--- src/rtl/mvsm_pkg.sv ---
// shared types, codes and the per-voice step function of the voice mixer
`default_nettype none
package mvsm_pkg;

   // request kinds carried in tuser
   localparam logic [2:0] KIND_LOAD   = 3'd0;
   localparam logic [2:0] KIND_START  = 3'd1;
   localparam logic [2:0] KIND_VOLUME = 3'd2;
   localparam logic [2:0] KIND_STOP   = 3'd3;
   localparam logic [2:0] KIND_MIX    = 3'd4;

   // configuration register indexes
   localparam logic REG_MASTER_VOLUME = 1'b0;

   localparam logic [8:0] MASTER_VOLUME_RESET = 9'd179;

   // saturation limits of an output sample
   localparam logic signed [15:0] SAT_MAX = 16'sh7fff;
   localparam logic signed [15:0] SAT_MIN = 16'sh8000;

   // width of one voice's contribution to a channel
   localparam int TermW = 19;

   typedef struct packed {
      logic        active;
      logic [15:0] base;
      logic [15:0] pos;
      logic [15:0] rem;
      logic [15:0] len;
      logic [15:0] loop_start;
      logic        loop_en;
      logic        eight_bit;
      logic [9:0]  left_vol;
      logic [9:0]  right_vol;
   } voice_type;

   // write command broadcast to every cell
   typedef struct packed {
      logic        start;
      logic        set_vol;
      logic        stop;
      logic [15:0] base;
      logic [15:0] len;
      logic [15:0] loop_start;
      logic        loop_en;
      logic        eight_bit;
      logic [9:0]  left_vol;
      logic [9:0]  right_vol;
   } cell_cmd_type;

   typedef struct packed {
      voice_type   next;
      logic        hit;
      logic [15:0] addr;
   } step_type;

   // one frame of one voice: end rule, fetch address, advance, end rule
   function automatic step_type voice_step(voice_type v);
      step_type r;
      voice_type t;
      t      = v;
      r.hit  = 1'b0;
      r.addr = 16'd0;
      if (v.active && (v.left_vol != 10'd0 || v.right_vol != 10'd0)) begin
         if (t.rem == 16'd0) begin
            if (t.loop_en && t.loop_start < t.len) begin
               t.pos = t.loop_start;
               t.rem = t.len - t.loop_start;
            end else begin
               t.active = 1'b0;
            end
         end
         if (t.active) begin
            r.hit  = 1'b1;
            r.addr = t.base + t.pos;
            t.pos  = t.pos + 16'd1;
            t.rem  = t.rem - 16'd1;
            if (t.rem == 16'd0) begin
               if (t.loop_en && t.loop_start < t.len) begin
                  t.pos = t.loop_start;
                  t.rem = t.len - t.loop_start;
               end else begin
                  t.active = 1'b0;
               end
            end
         end
      end
      r.next = t;
      return r;
   endfunction

endpackage
`default_nettype wire

--- src/rtl/mvsm_mix.sv ---
// per-voice products, channel accumulators, master gain and saturation
`default_nettype none
module mvsm_mix #(
   parameter int AccW = 25
) (
   input  wire logic               clock,
   input  wire logic               reset,
   input  wire logic               clear,
   input  wire logic               fetch_valid,
   input  wire logic               fetch_hit,
   input  wire logic               fetch_eight,
   input  wire logic [9:0]         fetch_left_vol,
   input  wire logic [9:0]         fetch_right_vol,
   input  wire logic [15:0]        sample,
   input  wire logic               scale,
   input  wire logic [8:0]         master_volume,
   output logic                    busy,
   output logic signed [15:0]      left_sat,
   output logic signed [15:0]      right_sat
);
   localparam int ProdW = AccW + 10;

   logic                            term_valid_ff;
   logic signed [mvsm_pkg::TermW-1:0] term_l_ff, term_r_ff;
   logic signed [mvsm_pkg::TermW-1:0] term_l_in, term_r_in;
   logic signed [AccW-1:0]          acc_l_ff, acc_r_ff;
   logic signed [ProdW-1:0]         scaled_l_ff, scaled_r_ff;
   logic signed [ProdW-9:0]         shift_l, shift_r;
   logic signed [7:0]               s8;
   logic signed [15:0]              s16;
   logic signed [10:0]              vol_l, vol_r;
   logic signed [18:0]              p8_l, p8_r;
   logic signed [26:0]              p16_l, p16_r;

   // signed sample times unsigned volume for one voice
   always_comb begin
      s8    = sample[7:0];
      s16   = sample;
      vol_l = signed'({1'b0, fetch_left_vol});
      vol_r = signed'({1'b0, fetch_right_vol});
      p8_l  = 19'(s8) * 19'(vol_l);
      p8_r  = 19'(s8) * 19'(vol_r);
      p16_l = 27'(s16) * 27'(vol_l);
      p16_r = 27'(s16) * 27'(vol_r);
      term_l_in = '0;
      term_r_in = '0;
      if (fetch_hit) begin
         if (fetch_eight) begin
            term_l_in = p8_l;
            term_r_in = p8_r;
         end else begin
            term_l_in = mvsm_pkg::TermW'(p16_l >>> 8);
            term_r_in = mvsm_pkg::TermW'(p16_r >>> 8);
         end
      end
   end

   always_ff @(posedge clock) begin
      if (reset) begin
         term_valid_ff <= 1'b0;
      end else begin
         term_valid_ff <= fetch_valid;
      end
   end

   always_ff @(posedge clock) begin
      term_l_ff <= term_l_in;
      term_r_ff <= term_r_in;
   end

   // channel accumulators
   always_ff @(posedge clock) begin
      if (clear) begin
         acc_l_ff <= '0;
         acc_r_ff <= '0;
      end else if (term_valid_ff) begin
         acc_l_ff <= acc_l_ff + AccW'(term_l_ff);
         acc_r_ff <= acc_r_ff + AccW'(term_r_ff);
      end
   end

   // master gain
   always_ff @(posedge clock) begin
      if (scale) begin
         scaled_l_ff <= ProdW'(acc_l_ff) * ProdW'(signed'({1'b0, master_volume}));
         scaled_r_ff <= ProdW'(acc_r_ff) * ProdW'(signed'({1'b0, master_volume}));
      end
   end

   // shift down and saturate
   always_comb begin
      shift_l = scaled_l_ff[ProdW-1:8];
      shift_r = scaled_r_ff[ProdW-1:8];
      if (shift_l > ProdW'(mvsm_pkg::SAT_MAX)) begin
         left_sat = mvsm_pkg::SAT_MAX;
      end else if (shift_l < ProdW'(mvsm_pkg::SAT_MIN)) begin
         left_sat = mvsm_pkg::SAT_MIN;
      end else begin
         left_sat = shift_l[15:0];
      end
      if (shift_r > ProdW'(mvsm_pkg::SAT_MAX)) begin
         right_sat = mvsm_pkg::SAT_MAX;
      end else if (shift_r < ProdW'(mvsm_pkg::SAT_MIN)) begin
         right_sat = mvsm_pkg::SAT_MIN;
      end else begin
         right_sat = shift_r[15:0];
      end
   end

   assign busy = term_valid_ff;
endmodule
`default_nettype wire

--- config.mk ---
export PLATFORM = sky130hd
export DESIGN_NAME = mvsm_mix
export DESIGN_NICKNAME = d
export VERILOG_FILES = /design/src/rtl/mvsm_pkg.sv /design/src/rtl/mvsm_mix.sv
export SDC_FILE = /design/constraint.sdc
export NUM_CORES = 2
export LEC_CHECK = 0
export BUFFER_PORTS_ARGS = -buffer_cell sky130_fd_sc_hd__buf_2
export CAP_MARGIN = 20
export CORE_MARGIN = 3
export CORE_UTILIZATION = 44
export CTS_BUF_LIST = sky130_fd_sc_hd__clkbuf_8
export DETAILED_ROUTE_END_ITERATION = 8
export PLACE_DENSITY = 0.7
export RECOVER_POWER = 25
export SLEW_MARGIN = 20
export SYNTH_ARGS = -nofsm -noshare
export SYNTH_HDL_FRONTEND = slang
export SYNTH_SLANG_ARGS = --single-unit
--- constraint.sdc ---
create_clock -name clock -period 8 [get_ports clock]
set_input_delay 1.6 -clock clock [delete_from_list [all_inputs] [get_ports clock]]
set_output_delay 1.6 -clock clock [all_outputs]
set_load 0.05 [all_outputs]
======== Word level (Yosys, flattened, before mapping) ========
Cells that the tools add are included.
word-level totals
  register bits ........................... 159
  bits of input ports ..................... 52
  output and inout bits ................... 33
  word-level logic and storage cells ...... 25
cells by class
  add/subtract/negate cells ............... 2
  $mul .................................... 6
  magnitude comparators ................... 4
  mux-type cells .......................... 6
operator list
  operator                                                      count
  multiplier 25 x 10 -> 35 bit                                  2
  two-way mux 16 bit                                            4
  > comparator 27 x 16 -> 1 bit, second input constant          2
  less-than comparator 27 x 16 -> 1 bit, second input constant  2
  multiplier 16 x 11 -> 27 bit                                  2
  adder 25 x 19 -> 25 bit                                       2
  multiplier 8 x 11 -> 19 bit                                   2
  two-way mux 19 bit                                            2

======== Logic depth before layout (Yosys ltp) ========
  depth in word-level cells ............... 3
  mapped depth ............................ 23
  mapped depth without buffers ............ 22

======== Worst setup path after synthesis ========
No wires, ideal clock.
  kind .................................... input -> register
  start ................................... input sample[7]
  end ..................................... register term_r_ff[16] (netlist bit)
  library setup time ...................... 124 ps
  arrival time ............................ 7058 ps
  data required time ...................... 7876 ps
  setup slack ............................. 818 ps
  stages on the path ...................... 21
  buffers on the path ..................... 2
  path through ............................ clkbuf_1 -> clkbuf_1 -> nand2_1 -> fa_1 -> inv_1 -> fa_1 -> fa_1 -> fa_1 -> inv_1 -> fa_1 -> inv_1 -> ha_1 -> a21o_1 -> a21o_1 -> a211o_1 -> a41o_1 -> a2111oi_2 -> o21bai_1 -> o41ai_1 -> mux2i_1 -> o21ai_0
on the way
  cells in the longest elaborated chain, start to end .. 2
  elaborated cells between the ends (all ways) .. 3
  classes of those cells .................. 2 x mul; 1 x mux
ends and longest elaborated chain
  what                                                                                RTL line                        source
  start, declared                                                                     mvsm_mix.sv:14                  input wire logic [15:0] sample,
  multiplier 16 x 11 -> 27 bit / multiplier 8 x 11 -> 19 bit (equally long branches)  mvsm_mix.sv:44, mvsm_mix.sv:42
  two-way mux 19 bit *                                                                mvsm_mix.sv:48                  if (fetch_eight) begin
  end signal, assigned                                                                mvsm_mix.sv:68                  term_r_ff <= term_r_in;
  end, declared                                                                       mvsm_mix.sv:24                  logic signed [mvsm_pkg::TermW-1:0] term_l_ff, term_r_ff;
Every way passes the cells marked *; elsewhere a longest branch is shown, timed or not.
A chain may end at the register's enable or synchronous reset.

======== Worst setup path after layout ========
  start ................................... input master_volume[1]
  end ..................................... register scaled_r_ff[34], data pin
on the way
  cells in the longest elaborated chain, start to end .. 1
ends and longest elaborated chain
  what                          RTL line        source
  start, declared               mvsm_mix.sv:16  input wire logic [8:0] master_volume,
  multiplier 25 x 10 -> 35 bit  mvsm_mix.sv:86  scaled_r_ff <= ProdW'(acc_r_ff) * ProdW'(signed'({1'b0, master_volume}));
  end signal, assigned          mvsm_mix.sv:86
  end, declared                 mvsm_mix.sv:27  logic signed [ProdW-1:0] scaled_l_ff, scaled_r_ff;
No other way between the ends.

==> results.md <==
- CP endpoint kind: flip-flop
- Synthesized net count: 5,464
- Final core occ: 0.468
- Via count: 27,700
- Antenna violations before repair: 4
- Synth Flop Type: dfxtp_1
- Hold Fails Final Rpt: 0
- Die Span Y: 301 µm
- DRT iter0 DRCs: 1,476
- Final Skew: 0.0190 ns
- Syn-to-layout area delta: 4.87%
- I/O Buffers: 84
- Dominant cells by area after synthesis: fa_1 39%, ha_1 13%, inv_1 9.5%
- Required time worst endpoint: 8.43 ns
- Filler cells: 8,228
- Post-synth EDFFs: 54
- WHS Path Cells: 3
- Max Slew Vio Count: 116
- Power Total: 11,700 µW
- Reg2reg setup slack: 1.74 ns
- Clock transition at path regs: 0.09 ns
- CP max FO: 25
- Routed WL: 89.1 mm
- Startpoint Class: input pin
- Max Clk Rate: 141 MHz
- Syn Inst Count: 4,266
- Worst R2R End: scaled_r_ff[34]
- Netlist cell types: 80
- Post-route ant nets: 0
- Fin crit period: 7.07 ns
- Core area: 85,800 µm²
- RSZ-0062 raised after global routing: no
- NumNets Final: 5,417
- Violated checks: max-capacitance violations, max-slew violations
- First-pass GRT wire length: 152 mm
- Hold endpoint: acc_l_ff[0]
- R2R depth: 19
- CTS resizes: 0
- HPWL Detailed: 72.7 mm
- H-Tree Level Count: 4
- Mapped Area: 38,300 µm²
- Synth Register Bits: 143
- Congestion Overflow GR: 0
- Setup violators final: 0
- Placer Congestion: 0.885
- Largest net degree at the start of global routing: 61
- CTS tree: yes
- Hold_sp: term_l_ff[0]
- Rows: 107
- Worst min path class: flip-flop to flip-flop
- Non-Filler Instances: 5,381
- Share of cells above drive strength 1: 0.0414
- Top-area cell type share of the netlist area: 0.393
- GR Util All Layers: 0.210
- Max IR drop VDD: 0.000237 V
- Width of the die: 301 µm
- CTS Sinks: 143
- Sequential area share after synthesis: 0.0888
- FF-to-FF Start: acc_r_ff[12]
- Drt pass-1 iters: 6
- Initial core utilization: 0.447
- CTS root buffer: clkbuf_8
- Synth area leader: fa_1
- Pleak: 0.0215 µW
- Worst slew pin tran: 2.83 ns
- Longest Clk Path Bufs: 2
- Post-CTS Hold Buffers: 0
- DR WL/cell: 16.6 µm
- Vias per inst: 5.15
- # DRC: 0
- Vias in the first global route: 30,000
- Arrival time of the worst setup path: 7.50 ns
- Cells after DPL: 5,344
- Cts bufs inserted: 17
- Ports: 85
- Worst slew margin: -0.887
- Synth warnings: 0
- Async set-or-reset flop fraction in the synthesized netlist: 0
- Max Cap Viol: 2
- Clock latency on the worst-skew pair: 0.57 ns
- Status: finished with violations
- Power Density: 292 nW/µm²
- Die footprint: 90,700 µm²
- Setup TNS: 0 ns
- Post-CTS setup buffers: 0
- Tcrit/Tclk final: 0.884
- Syn_area_per_cell: 8.98 µm²
- WS Path Type: input pin to flip-flop
-- worst max-delay path, cell delays in order --
cell and delay, ns:
buf_2 0.46, buf_4 0.32, nand2_1 0.10, fa_1 0.58, inv_1 0.06, fa_1 0.48
fa_1 0.56, fa_1 0.43, fa_1 0.44, ha_1 0.33, o21a_1 0.15, o2111a_1 0.25
a221o_1 0.34, a2bb2oi_1 0.23, a21oi_1 0.15, nor2_1 0.28, o211ai_1 0.22, a2111o_1 0.40
nand4_1 0.09
-- kinds of logic after synthesis --
kind of cell	synth area share
AOI/OAI and AO/OA	0.0765
xor gates and xnor gates	0.0343
adders and majority gates	0.522
buffers and inverters	0.114
DFF	0.0888
muxes	0.00627
and+or+nand+nor	0.159
-- report_power, final --
part / switching, µW / total (µW) / internal [µW]
clock network: 329 / 642 / 313
registers: 287 / 1420 / 1140
logic: 5650 / 9660 / 4010
-- area by class of cell --
cell class,instances,area (µm²),share of cell area
timing repair buffer,119,713,0.0177
sequential,143,3400,0.0847
multi-input combinational,2972,30600,0.761
clock inverter,11,128,0.00318
tap,1144,1430,0.0356
clock buffer,21,289,0.00719
inverter,966,3630,0.0902
antenna,5,12.5,0.000311
-- worst max path at each step --
stage / startpoint / endpoint / slack [ns] / cells after the start
3_5_place_dp: master_volume[1] / scaled_r_ff[29] / 0.39 / 20
6_report: master_volume[1] / scaled_r_ff[34] / 0.93 / 19
4_1_cts: master_volume[1] / scaled_r_ff[29] / 1.00 / 20
2_1_floorplan: sample[7] / term_r_ff[16] / 0.82 / 21
3_3_place_gp: master_volume[1] / scaled_r_ff[34] / 0.49 / 19
5_1_grt: sample[5] / term_r_ff[16] / 0.63 / 20
-- per-stage QoR --
stage	area, µm²	setup WS (ns)	hold slack (ns)
after CTS	40200	1.00	0.616
after global routing	40200	0.635	0.698
after detailed placement	39700	0.386	0.589
final	40200	0.928	0.610
after global placement	39700	0.486	0.589
after floorplan	38300	0.818	0.563
-- state kept, by name, summed over array words and instances (netlist names) --
signal,count
scaled_l_ff,27
scaled_r_ff,27
acc_l_ff,25
acc_r_ff,25
term_l_ff,19
term_r_ff,19
busy,1
-- placed cells by master, fill, tap and decap left out, types with 6 or more instances in the layout --
master / instances
a21o_1: 56
nor2_1: 139
and2_1: 395
o211ai_1: 8
buf_4: 30
o21a_1: 60
mux2i_1: 24
xnor2_1: 99
a21o_2: 7
a31oi_1: 14
buf_2: 84
dfxtp_1: 88
and3_1: 16
nand2_1: 460
nor2b_1: 20
nand3b_1: 6
edfxtp_1: 54
clkbuf_8: 21
a311oi_1: 6
inv_1: 966
fa_1: 752
xor2_1: 51
a211oi_1: 17
nand3_1: 37
nor4_1: 9
nand4_1: 22
o22ai_1: 12
o31ai_1: 9
o21ai_0: 62
o21bai_1: 10
a21oi_1: 108
nand2b_1: 27
o31a_1: 6
nor3_1: 45
ha_1: 394
or3_1: 13
-- layer usage --
metal / vias up / share of wire / track usage
met4: 0 / 0.038 / 0.0796
met1: 13900 / 0.44 / 0.275
met5: - / 0 / 0
li1: 13000 / - / -
met2: 686 / 0.47 / 0.353
met3: 157 / 0.051 / 0.0290
-- synthesized netlist by cell type (13+ instances only) --
cell type / n
a31oi_1: 15
a21o_1: 56
buf_1: 14
and3_1: 16
nand2_1: 460
clkbuf_1: 165
or3_1: 13
xor2_1: 51
inv_1: 966
nand4_1: 22
o21ai_0: 62
dfxtp_1: 89
o21a_1: 60
nor3_1: 45
a211oi_1: 17
a21oi_1: 108
edfxtp_1: 54
and2_1: 395
ha_1: 394
mux2i_1: 24
nand2b_1: 27
nand3_1: 37
nor2_1: 139
nor2b_1: 20
xnor2_1: 99
fa_1: 752
Power figures use the tool's default switching activity.
