==> config.mk <==
export PLATFORM = sky130hd
export DESIGN_NAME = mvsm_cell
export DESIGN_NICKNAME = d
export VERILOG_FILES = /design/src/rtl/mvsm_pkg.sv /design/src/rtl/mvsm_cell.sv
export SDC_FILE = /design/constraint.sdc
export NUM_CORES = 1
export LEC_CHECK = 0
export BUFFER_PORTS_ARGS = -buffer_cell sky130_fd_sc_hd__buf_2
export CELL_PAD_IN_SITES_DETAIL_PLACEMENT = 1
export CELL_PAD_IN_SITES_GLOBAL_PLACEMENT = 2
export CORE_UTILIZATION = 23
export DETAILED_ROUTE_END_ITERATION = 6
export GPL_TIMING_DRIVEN = 0
export PLACE_DENSITY_LB_ADDON = 0.15
export SLEW_MARGIN = 0
export SYNTH_ARGS = -nofsm -noshare
export SYNTH_HDL_FRONTEND = slang
export SYNTH_SLANG_ARGS = --single-unit
export TNS_END_PERCENT = 100
==> constraint.sdc <==
create_clock -name clock -period 1.15 [get_ports clock]
set_input_delay 0.115 -clock clock [delete_from_list [all_inputs] [get_ports clock]]
set_output_delay 0.115 -clock clock [all_outputs]
set_load 0.1 [all_outputs]
==> src/rtl/mvsm_pkg.sv <==
// shared types, codes and the per-voice step function of the voice mixer
`default_nettype none
package mvsm_pkg;

   // request kinds carried in tuser
   localparam logic [2:0] KIND_LOAD   = 3'd0;
   localparam logic [2:0] KIND_START  = 3'd1;
   localparam logic [2:0] KIND_VOLUME = 3'd2;
   localparam logic [2:0] KIND_STOP   = 3'd3;
   localparam logic [2:0] KIND_MIX    = 3'd4;

   // configuration register indexes
   localparam logic REG_MASTER_VOLUME = 1'b0;

   localparam logic [8:0] MASTER_VOLUME_RESET = 9'd179;

   // saturation limits of an output sample
   localparam logic signed [15:0] SAT_MAX = 16'sh7fff;
   localparam logic signed [15:0] SAT_MIN = 16'sh8000;

   // width of one voice's contribution to a channel
   localparam int TermW = 19;

   typedef struct packed {
      logic        active;
      logic [15:0] base;
      logic [15:0] pos;
      logic [15:0] rem;
      logic [15:0] len;
      logic [15:0] loop_start;
      logic        loop_en;
      logic        eight_bit;
      logic [9:0]  left_vol;
      logic [9:0]  right_vol;
   } voice_type;

   // write command broadcast to every cell
   typedef struct packed {
      logic        start;
      logic        set_vol;
      logic        stop;
      logic [15:0] base;
      logic [15:0] len;
      logic [15:0] loop_start;
      logic        loop_en;
      logic        eight_bit;
      logic [9:0]  left_vol;
      logic [9:0]  right_vol;
   } cell_cmd_type;

   typedef struct packed {
      voice_type   next;
      logic        hit;
      logic [15:0] addr;
   } step_type;

   // one frame of one voice: end rule, fetch address, advance, end rule
   function automatic step_type voice_step(voice_type v);
      step_type r;
      voice_type t;
      t      = v;
      r.hit  = 1'b0;
      r.addr = 16'd0;
      if (v.active && (v.left_vol != 10'd0 || v.right_vol != 10'd0)) begin
         if (t.rem == 16'd0) begin
            if (t.loop_en && t.loop_start < t.len) begin
               t.pos = t.loop_start;
               t.rem = t.len - t.loop_start;
            end else begin
               t.active = 1'b0;
            end
         end
         if (t.active) begin
            r.hit  = 1'b1;
            r.addr = t.base + t.pos;
            t.pos  = t.pos + 16'd1;
            t.rem  = t.rem - 16'd1;
            if (t.rem == 16'd0) begin
               if (t.loop_en && t.loop_start < t.len) begin
                  t.pos = t.loop_start;
                  t.rem = t.len - t.loop_start;
               end else begin
                  t.active = 1'b0;
               end
            end
         end
      end
      r.next = t;
      return r;
   endfunction

endpackage
`default_nettype wire

==> src/rtl/mvsm_cell.sv <==
// one voice cell of the rotating voice ring
`default_nettype none
module mvsm_cell (
   input  wire logic                      clock,
   input  wire logic                      reset,
   input  wire logic                      shift,
   input  wire mvsm_pkg::voice_type       neighbor,
   input  wire logic                      sel,
   input  wire mvsm_pkg::cell_cmd_type    cmd,
   output mvsm_pkg::voice_type            voice
);
   mvsm_pkg::voice_type voice_ff;
   mvsm_pkg::voice_type voice_in;

   // take the neighbor's voice while rotating, else apply commands
   always_comb begin
      voice_in = voice_ff;
      if (shift) begin
         voice_in = neighbor;
      end else if (sel) begin
         if (cmd.start) begin
            voice_in.active     = 1'b1;
            voice_in.base       = cmd.base;
            voice_in.pos        = 16'd0;
            voice_in.rem        = cmd.len;
            voice_in.len        = cmd.len;
            voice_in.loop_start = cmd.loop_start;
            voice_in.loop_en    = cmd.loop_en;
            voice_in.eight_bit  = cmd.eight_bit;
            voice_in.left_vol   = cmd.left_vol;
            voice_in.right_vol  = cmd.right_vol;
         end
         if (cmd.set_vol) begin
            voice_in.left_vol  = cmd.left_vol;
            voice_in.right_vol = cmd.right_vol;
         end
         if (cmd.stop) begin
            voice_in.active = 1'b0;
         end
      end
   end

   always_ff @(posedge clock) begin
      if (reset) begin
         voice_ff <= '0;
      end else begin
         voice_ff <= voice_in;
      end
   end

   assign voice = voice_ff;
endmodule
`default_nettype wire

Word-level counts from Yosys, hierarchy flattened

Index checks and enable logic that the tools add are counted.

Reduce and logical (&&, ||, !) cells: 7
Mux-type cells: 5

Operator list:

| operator          | number |
|---|---|
| $mux 103          | 3 |
| $mux 20           | 1 |
| $reduce_and 2->1  | 3 |
| $reduce_bool 3->1 | 2 |
| $reduce_bool 2->1 | 2 |
| $mux 1            | 1 |

Flip-flop bits (word level): 103

Depth between registers and ports, before layout

Gate-level depths: netlist of run 1.

Word-level depth: 4
Depth in mapped cells: 6

Least setup slack after synthesis of run 1

No wires, ideal clock.

Path kind: reg-to-reg
Start point: register voice[31] (netlist name)
End point: register voice_ff, in the netlist voice[31]
Period minus slack after synthesis: 1.399 ns
Cell stages (with the launch flop): 3
Arrival time: 1.311 ns
Library setup time: 0.089 ns
Path slack: -0.249 ns
Required time: 1.061 ns
Path through: dfxtp_1 -> nand2_1 -> a311oi_2

RTL lines:

| element              | RTL line        | source |
|---|---|---|
| end signal, assigned | mvsm_cell.sv:47 | `voice_ff <= voice_in;` |
| end, declared        | mvsm_cell.sv:12 | `mvsm_pkg::voice_type voice_ff;` |

Worst setup path in the final report of run 1

Start point: register voice_ff, in the netlist voice[42]
End point: output voice[42] (netlist name)

RTL lines:

| element       | RTL line        | source |
|---|---|---|
| end, declared | mvsm_cell.sv:10 | `output mvsm_pkg::voice_type voice` |

No word-level cell between the ends.

==> results of run 1 <==
==> metrics by stage <==
step	total power (uW)	hold slack (ps)
floorplan	6845	251.4
finish	11290	12.98
global placement	7665	359.2
global route	11750	0.3006
CTS	11440	0.7152
detailed placement	7709	368.0
==> power by group through the flow <==
stage	logic [uW]	clock network [uW]	registers, uW
final	3800	3450	4030
after detailed placement	3610	0	4100
after CTS	3830	3570	4030
after global routing	3990	3700	4060
after global placement	3570	0	4090
after floorplan	833	0	6010
==> cells in the final DEF (no fill, tap or decap), types with 9 or more instances in the layout <==
cell type      Yosys  routed
clkbuf_1          18      18
a311oi_2          29      29
a211oi_1          52      52
dlygate4sd3_1      0      23
mux2_2            20      20
buf_4              2     105
dfxtp_2            0     103
nand3_1           16      16
a21oi_1           38      38
and3_1            16      16
clkbuf_16          0       9
nand2_1           56      56
buf_2             26     202
nand2_2           30      29
nor3_1            32      32
nor2_1            86      86
==> logic make-up after synthesis <==
kind of cell           after synthesis  share of synthesized area (%)
DFF                                103                          43.15
buffers and inverters               56                          7.279
and+or+nand+nor                    237                          22.39
muxes                               20                          4.713
AOI/OAI and AO/OA                  126                          22.47
==> metal layers <==
metal	share of wire (%)	vias up	global-route usage, %
li1	-	2546	-
met3	6.5	11	5.125
met1	43	2535	22.82
met2	49	173	33.60
met5	0	-	0
met4	1.1	0	4.635
==> final timing paths <==
check                     from         to  slack (ps)  depth (start not counted)
hold reg to reg      voice[82]  voice[82]         470                          2
setup reg to reg     voice[53]  voice[53]         370                          2
setup / recovery     voice[42]  voice[42]          40                          1
hold / removal    neighbor[41]  voice[41]          10                          3
==> layout make-up <==
cell class | instances | area (um^2) | share of cell area [%]
Clock inverter | 6 | 91.34 | 1.224
Clock buffer | 10 | 239.0 | 3.201
Multi-Input combinational cell | 383 | 2374 | 31.80
Sequential cell | 103 | 2191 | 29.35
Timing Repair Buffer | 302 | 1884 | 25.24
Inverter | 1 | 6.256 | 0.08381
Tap cell | 270 | 337.8 | 4.526
Buffer | 55 | 341.6 | 4.576
==> timing repair <==
item,4_1_cts,5_1_grt
hold buffers,23,0
pin swaps,0,0
gates resized for setup,103,1
setup endpoints to repair,103,1
cloned,0,0
endpoints found under the hold margin,23,0
==> impl_metrics.tcl, run 1 <==
set metrics [dict create \
    outcome "finished clean" \
    crit_buf_inv 1 \
    clkSinkCount 103 \
    power.internal_uw 6868 \
    syn-num-nets 722 \
    cts_buffers 9 \
    p_sw_share_pct 39.18 \
    synth-edff-count 0 \
    cts-root-buf "clkbuf_16" \
    grt.total_usage_pct 19.05 \
    place_area_mm2 0.006641 \
    first_global_vias 5702 \
    antenna_found_initial 0 \
    start_util_pct 23.54 \
    drc_errors 0 \
    area_growth_syn_to_layout_pct 56.22 \
    htree_levels 3 \
    period_share_pct 96.35 \
    ant_nets 0 \
    tightest_slew_ps 733.1 \
    wire_per_inst_um 17.83 \
    insertion_delay_ps 350 \
    numPortBuffers 279 \
    ir_drop_mv 0.7866 \
    coreArea_mm2 0.02030 \
    dp.cells 1091 \
    rows 52 \
    syn_inst 542 \
    io_pins 283 \
    yosys.area.top_type "dfxtp_1" \
    cap_violations 0 \
    rsz0062_at_grt "false" \
    grt_max_degree 18 \
    powerDensity_mw_per_mm2 1513 \
    critPathKind "flip-flop to primary output" \
    drt_first_pass_iters 4 \
    fmax_mhz 902.5 \
    setup_viol 0 \
    hp-class "primary input to flip-flop" \
    antennaDiodeCount 0 \
    ys_seq_elements 103 \
    post-route-util_pct 36.77 \
    dp_worst_setup_slack_ps -290.0 \
    ys_warn_count 0 \
    synthTopCellsByCount "103 x dfxtp_1, 86 x nor2_1, 56 x nand2_1" \
    fin_nets 1035 \
    drt_iter0_markers 108 \
    clk_pin_slew_worst_paths_ps 80 \
    post-synth-top-count-cell "dfxtp_1" \
    cp-start-kind "flip-flop" \
    overflow 0 \
    power_leakage_uw 0.003301 \
    pwr-share-comb_pct 33.7 \
    worst_slack_ps 41.96 \
    gp_congestion 0.7997 \
    synthArstFlopShare_pct 0 \
    fp.dieH_um 146.1 \
    final.setup.tns_ps 0 \
    clkPwrFrac_pct 30.6 \
    grt_pass1_wl_um 31880 \
    largest_reg_flops 103 \
    vias 5265 \
    slowest_stage "dfxtp_2" \
    slew_headroom_pct 51.13 \
    synth_top_area_share_pct 43.15 \
    fill_cells 2465 \
    synthesis.area_per_instance_um2 8.816 \
    cpPeakStageDelay_ps 350 \
    critPathRequiredTime_ps 1030 \
    min_period_ps 1108 \
    syn-cell-area_mm2 0.004778 \
    post_cts_buffers 0 \
    drv_slew 0 \
    final_layout_size_suffix_gt1_share_pct 60.00 \
    die_w_um 146.1 \
    cp_max_fo 2 \
    p_switching_uw 4424 \
    final_area_mm2 0.007465 \
    fin_skew_ps 0 \
    detailed_place_hpwl_um 15630 \
    dieArea_mm2 0.02136 \
    path_cells "buf_4" \
    synth-main-ff-cell "dfxtp_1" \
    synth_cell_type_count 22 \
    cpLargestDelayFamily "flip-flops" \
    cts_tree "yes" \
    yosys-top-cells-area "dfxtp_1 43%, a311oi_2 9.1%, a211oi_1 8.2%, nor2_1 6.8%, mux2_2 4.7%" \
    cts_max_path_buffers 2 \
    final_cells 1130 \
    seq_area_frac_synth_pct 43.15 \
    seqPwrFrac_pct 35.7 \
    finalHoldViolCount 0 \
    wl_um 20150 \
    end_kind "primary output" \
    viasPerCell 4.659 \
    crit_arrival_ps 990 \
]
(Power assumes the default switching activity.)
==> run 2, diff against run 1 <==
--- a/config.mk
+++ b/config.mk
@@ -11,7 +11,7 @@
 export CORE_UTILIZATION = 23
 export DETAILED_ROUTE_END_ITERATION = 6
 export GPL_TIMING_DRIVEN = 0
-export PLACE_DENSITY_LB_ADDON = 0.15
+export PLACE_DENSITY_LB_ADDON = 0.1
 export SLEW_MARGIN = 0
 export SYNTH_ARGS = -nofsm -noshare
 export SYNTH_HDL_FRONTEND = slang
==> impl_metrics.tcl, run 2 (synthesized netlist as in run 1, its figures left out) <==
set metrics [dict create \
    cp_max_fo 2 \
    power.internal_uw 6406 \
    fill_cells 2481 \
    fmax_mhz 903.6 \
    ir_drop_mv 0.6797 \
    clkPwrFrac_pct 27.8 \
    p_switching_uw 4468 \
    cp-start-kind "flip-flop" \
    vias 5227 \
    wire_per_inst_um 17.78 \
    pwr-share-comb_pct 35.1 \
    cts_buffers 9 \
    fin_skew_ps 0 \
    multiInputGateArea_mm2 0.002369 \
    crit_arrival_ps 990 \
    die_w_um 146.1 \
    antenna_found_initial 0 \
    area_growth_syn_to_layout_pct 56.69 \
    clkSinkCount 103 \
    final_layout_size_suffix_gt1_share_pct 59.47 \
    p_sw_share_pct 41.09 \
    insertion_delay_ps 350 \
    first_global_vias 5654 \
    layout_common_cells "202 x buf_2, 103 x buf_4, 103 x dfxtp_2, 86 x nor2_1, 56 x nand2_1" \
    final_area_mm2 0.007487 \
    dp.cells 1091 \
    power_leakage_uw 0.003314 \
    grt_max_degree 19 \
    critPathRequiredTime_ps 1030 \
    ant_nets 0 \
    grt_pass1_wl_um 31370 \
    setup_viol 0 \
    end_kind "primary output" \
    seqCellArea_mm2 0.002191 \
    overflow 0 \
    grt.total_usage_pct 18.87 \
    powerDensity_mw_per_mm2 1452 \
    viasPerCell 4.601 \
    drc_errors 0 \
    tightest_slew_ps 749.3 \
    dieArea_mm2 0.02136 \
    period_share_pct 96.24 \
    final_cells 1136 \
    antennaDiodeCount 0 \
    largest_reg_flops 103 \
    post_cts_buffers 0 \
    rows 52 \
    detailed_place_hpwl_um 15560 \
    place_area_mm2 0.006641 \
    wl_um 20200 \
    slew_headroom_pct 50.05 \
    cts_tree "yes" \
    cts-root-buf "clkbuf_16" \
    gp_congestion 0.8489 \
    drt_iter0_markers 129 \
    cpLargestDelayFamily "flip-flops" \
    finalHoldViolCount 0 \
    critPathKind "flip-flop to primary output" \
    htree_levels 3 \
    cap_violations 0 \
    crit_buf_inv 1 \
    clk_pin_slew_worst_paths_ps 80 \
    numPortBuffers 279 \
    cts_max_path_buffers 2 \
    coreArea_mm2 0.02030 \
    cpPeakStageDelay_ps 340 \
    seqPwrFrac_pct 37.1 \
    slowest_stage "dfxtp_2" \
    final_common_cell "buf_2" \
    fin_nets 1042 \
    drv_slew 0 \
    hp-class "primary input to flip-flop" \
    fp.dieH_um 146.1 \
    path_cells "buf_4" \
    start_util_pct 23.54 \
    outcome "finished clean" \
    io_pins 283 \
    min_period_ps 1107 \
    drt_first_pass_iters 6 \
    rsz0062_at_grt "false" \
]
[run 2: path summary, 6_finish.rpt]
| kind | to | slack, ps | depth (start not counted) | start |
|---|---|---|---|---|
| worst max-delay path | voice[41] | 40 | 1 | voice[41] |
| worst min-delay path | voice[39] | 10 | 3 | neighbor[39] |
| worst max register to register | voice[40] | 350 | 2 | voice[40] |
| worst min register to register | voice[74] | 470 | 2 | voice[74] |
[run 2: cell type report]
class	instances	area share (%)
tap	270	4.512
clock buffer	9	3.008
multi-input combinational	383	31.63
clock inverter	6	0.7353
buffer	55	4.562
timing repair buffer	309	26.20
sequential	103	29.26
inverter	1	0.08356
[run 2: metal layers]
metal | GRT usage, % | vias to the layer above | share of wire, % | routed length (um)
li1 | - | 2558 | - | -
met1 | 22.64 | 2481 | 43 | 8688
met2 | 32.90 | 178 | 49 | 9997
met3 | 5.719 | 10 | 6.4 | 1300
met4 | 4.219 | 0 | 1.1 | 213
met5 | 0 | - | 0 | 0
[run 2: per-stage QoR]
| stage | TNS (ps) | utilization, % | hold WS (ps) | worst slack, ps | total power (uW) |
|---|---|---|---|---|---|
| floorplan | 0 | - | 251.4 | 69.45 | 6845 |
| global placement | -15700 | 32.72 | 358.9 | -234.7 | 7664 |
| detailed placement | -18240 | 32.72 | 370.3 | -268.9 | 7710 |
| CTS | 0 | 36.85 | 1.110 | 6.298 | 11040 |
| global route | 0 | 36.88 | 6.898 | 2.395 | 11350 |
| finish | 0 | 36.88 | 10.94 | 43.28 | 10870 |
[run 2: timing repair]
item	CTS	global route
setup endpoints to repair	103	2
hold buffers	30	0
resized for setup	103	2
pin swaps	0	0
endpoints found under the hold margin	30	0
[run 2: power groups by stage]
stage	clock [uW]	combinational, uW	sequential, uW
floorplan	0	833	6010
global placement	0	3570	4090
detailed placement	0	3610	4100
CTS	3150	3850	4030
global route	3280	4000	4070
finish	3020	3820	4030
==> run 3, diff against run 2 <==
--- a/config.mk
+++ b/config.mk
@@ -8,7 +8,7 @@
 export BUFFER_PORTS_ARGS = -buffer_cell sky130_fd_sc_hd__buf_2
 export CELL_PAD_IN_SITES_DETAIL_PLACEMENT = 1
 export CELL_PAD_IN_SITES_GLOBAL_PLACEMENT = 2
-export CORE_UTILIZATION = 23
+export CORE_UTILIZATION = 25
 export DETAILED_ROUTE_END_ITERATION = 6
 export GPL_TIMING_DRIVEN = 0
 export PLACE_DENSITY_LB_ADDON = 0.1
==> constraint.sdc (replaced) <==
create_clock -name clock -period 1.4 [get_ports clock]
set_input_delay 0.14 -clock clock [delete_from_list [all_inputs] [get_ports clock]]
set_output_delay 0.14 -clock clock [all_outputs]
set_load 0.1 [all_outputs]
==> impl_metrics.tcl, run 3 (synthesized netlist as in run 1, its figures left out) <==
set metrics [dict create \
    outcome "finished clean" \
    place_area_mm2 0.006467 \
    power.internal_uw 5143 \
    final_layout_size_suffix_gt1_share_pct 49.28 \
    cpPeakStageDelay_ps 440 \
    first_global_vias 5451 \
    gp_congestion 0.7650 \
    p_sw_share_pct 40.82 \
    p_switching_uw 3548 \
    critPathRequiredTime_ps 1260 \
    cts-root-buf "clkbuf_16" \
    vias 5159 \
    post-route-util_pct 36.12 \
    powerDensity_mw_per_mm2 1286 \
    final.setup.tns_ps 0 \
    cap_violations 0 \
    cp_max_fo 2 \
    crit_buf_inv 1 \
    drc_errors 0 \
    post_cts_buffers 0 \
    clkSinkCount 103 \
    wire_per_inst_um 17.94 \
    slew_headroom_pct 50.32 \
    ir_drop_mv 0.5459 \
    numPortBuffers 279 \
    fin_hold_ws_ps 34.82 \
    drt_first_pass_iters 4 \
    setup_viol 0 \
    rsz0062_at_grt "false" \
    viasPerCell 4.813 \
    fin_nets 1012 \
    drt_iter0_markers 140 \
    insertion_delay_ps 350 \
    antenna_found_initial 3 \
    clk_pin_slew_worst_paths_ps 70 \
    io_pins 283 \
    final_common_cell "buf_2" \
    cts_resized 0 \
    fp.dieH_um 140.3 \
    rr_worst_depth 2 \
    area_growth_syn_to_layout_pct 41.40 \
    die_w_um 140.3 \
    end_kind "primary output" \
    ant_nets 0 \
    fmax_mhz 768.6 \
    rr_startpoint "voice[42]" \
    seqPwrFrac_pct 37.5 \
    path_cells "buf_2" \
    drv_slew 0 \
    period_share_pct 92.93 \
    htree_levels 3 \
    detailed_place_hpwl_um 15080 \
    cpLargestDelayFamily "buffers and inverters" \
    fill_cells 2308 \
    rows 50 \
    r2r_setup_slack_ps 620 \
    grt.total_usage_pct 19.44 \
    clkPwrFrac_pct 28.7 \
    power_leakage_uw 0.003127 \
    r2r-end "voice[42]" \
    dieArea_mm2 0.01967 \
    final_area_mm2 0.006756 \
    cts_buffers 9 \
    layout_common_cells "305 x buf_2, 103 x dfxtp_1, 86 x nor2_1, 56 x nand2_1, 52 x a211oi_1" \
    start_util_pct 25.55 \
    grt_pass1_wl_um 29410 \
    fin_skew_ps 0 \
    cp-start-kind "flip-flop" \
    whs_path_depth 3 \
    crit_cells 1 \
    grt_max_degree 16 \
    slowest_stage "buf_2" \
    worstHoldEndpoint "voice[81]" \
    min_period_ps 1301 \
    overflow 0 \
    critPathKind "flip-flop to primary output" \
    pwr-share-comb_pct 33.8 \
    finalHoldViolCount 0 \
    cts_tree "yes" \
    wl_um 19230 \
    min-delay-start "neighbor[81]" \
    crit_arrival_ps 1160 \
    hp-class "primary input to flip-flop" \
    coreArea_mm2 0.01871 \
    cts_max_path_buffers 2 \
    tightest_slew_ps 745.3 \
    largest_reg_flops 103 \
    holdBufCountCts 0 \
]
## run 3: layout make-up
cell class                 count  area [um^2]  share of cell area [%]
antenna                        2        5.005                 0.07407
clock inverter                 3        17.52                  0.2593
inverter                       1        6.256                 0.09259
multi-input combinational    383         2369                   35.06
sequential                   103         2062                   30.52
clock buffer                  12        266.5                   3.944
buffer                        55        341.6                   5.056
timing repair buffer         279         1396                   20.67
tap                          234        292.8                   4.333
## run 3: routing by layer
metal | track usage, % | routed length, um
met5 | 0 | 0
met4 | 7.056 | 376
met3 | 5.402 | 1327
met2 | 33.82 | 9429
met1 | 22.72 | 8096
## run 3: power groups by stage
stage | sequential [uW] | clock, uW | combinational, uW
5_1_grt | 3280 | 2710 | 3080
6_report | 3260 | 2500 | 2940
3_5_place_dp | 3330 | 0 | 2960
2_1_floorplan | 4880 | 0 | 686
3_3_place_gp | 3320 | 0 | 2930
4_1_cts | 3260 | 2580 | 2960
## run 3: worst register-to-register path, delay by kind of cell, from the launching register on
| kind | cells | cell delay (ps) |
|---|---|---|
| flip-flops | 1 | 340 |
| AO/OA/AOI/OAI | 1 | 220 |
| AND/OR/NAND/NOR | 1 | 90 |
## run 3: how the worst max path moves through the flow
stage	end	from	slack, ps
6_report	voice[42]	voice[42]	100
4_1_cts	voice[42]	voice[42]	90
3_3_place_gp	voice[62]	sel	-10
5_1_grt	voice[60]	voice[60]	60
3_5_place_dp	voice[62]	sel	-80
2_1_floorplan	voice[31]	voice[31]	0.6
## run 3: per-stage QoR
step	setup WS, ps	instances	total power, uW
after global placement	-14.47	1055	6244
after floorplan	0.5600	542	5563
after detailed placement	-79.44	1055	6284
after CTS	90.56	1070	8804
after global routing	61.65	1072	9071
final	98.96	1072	8691
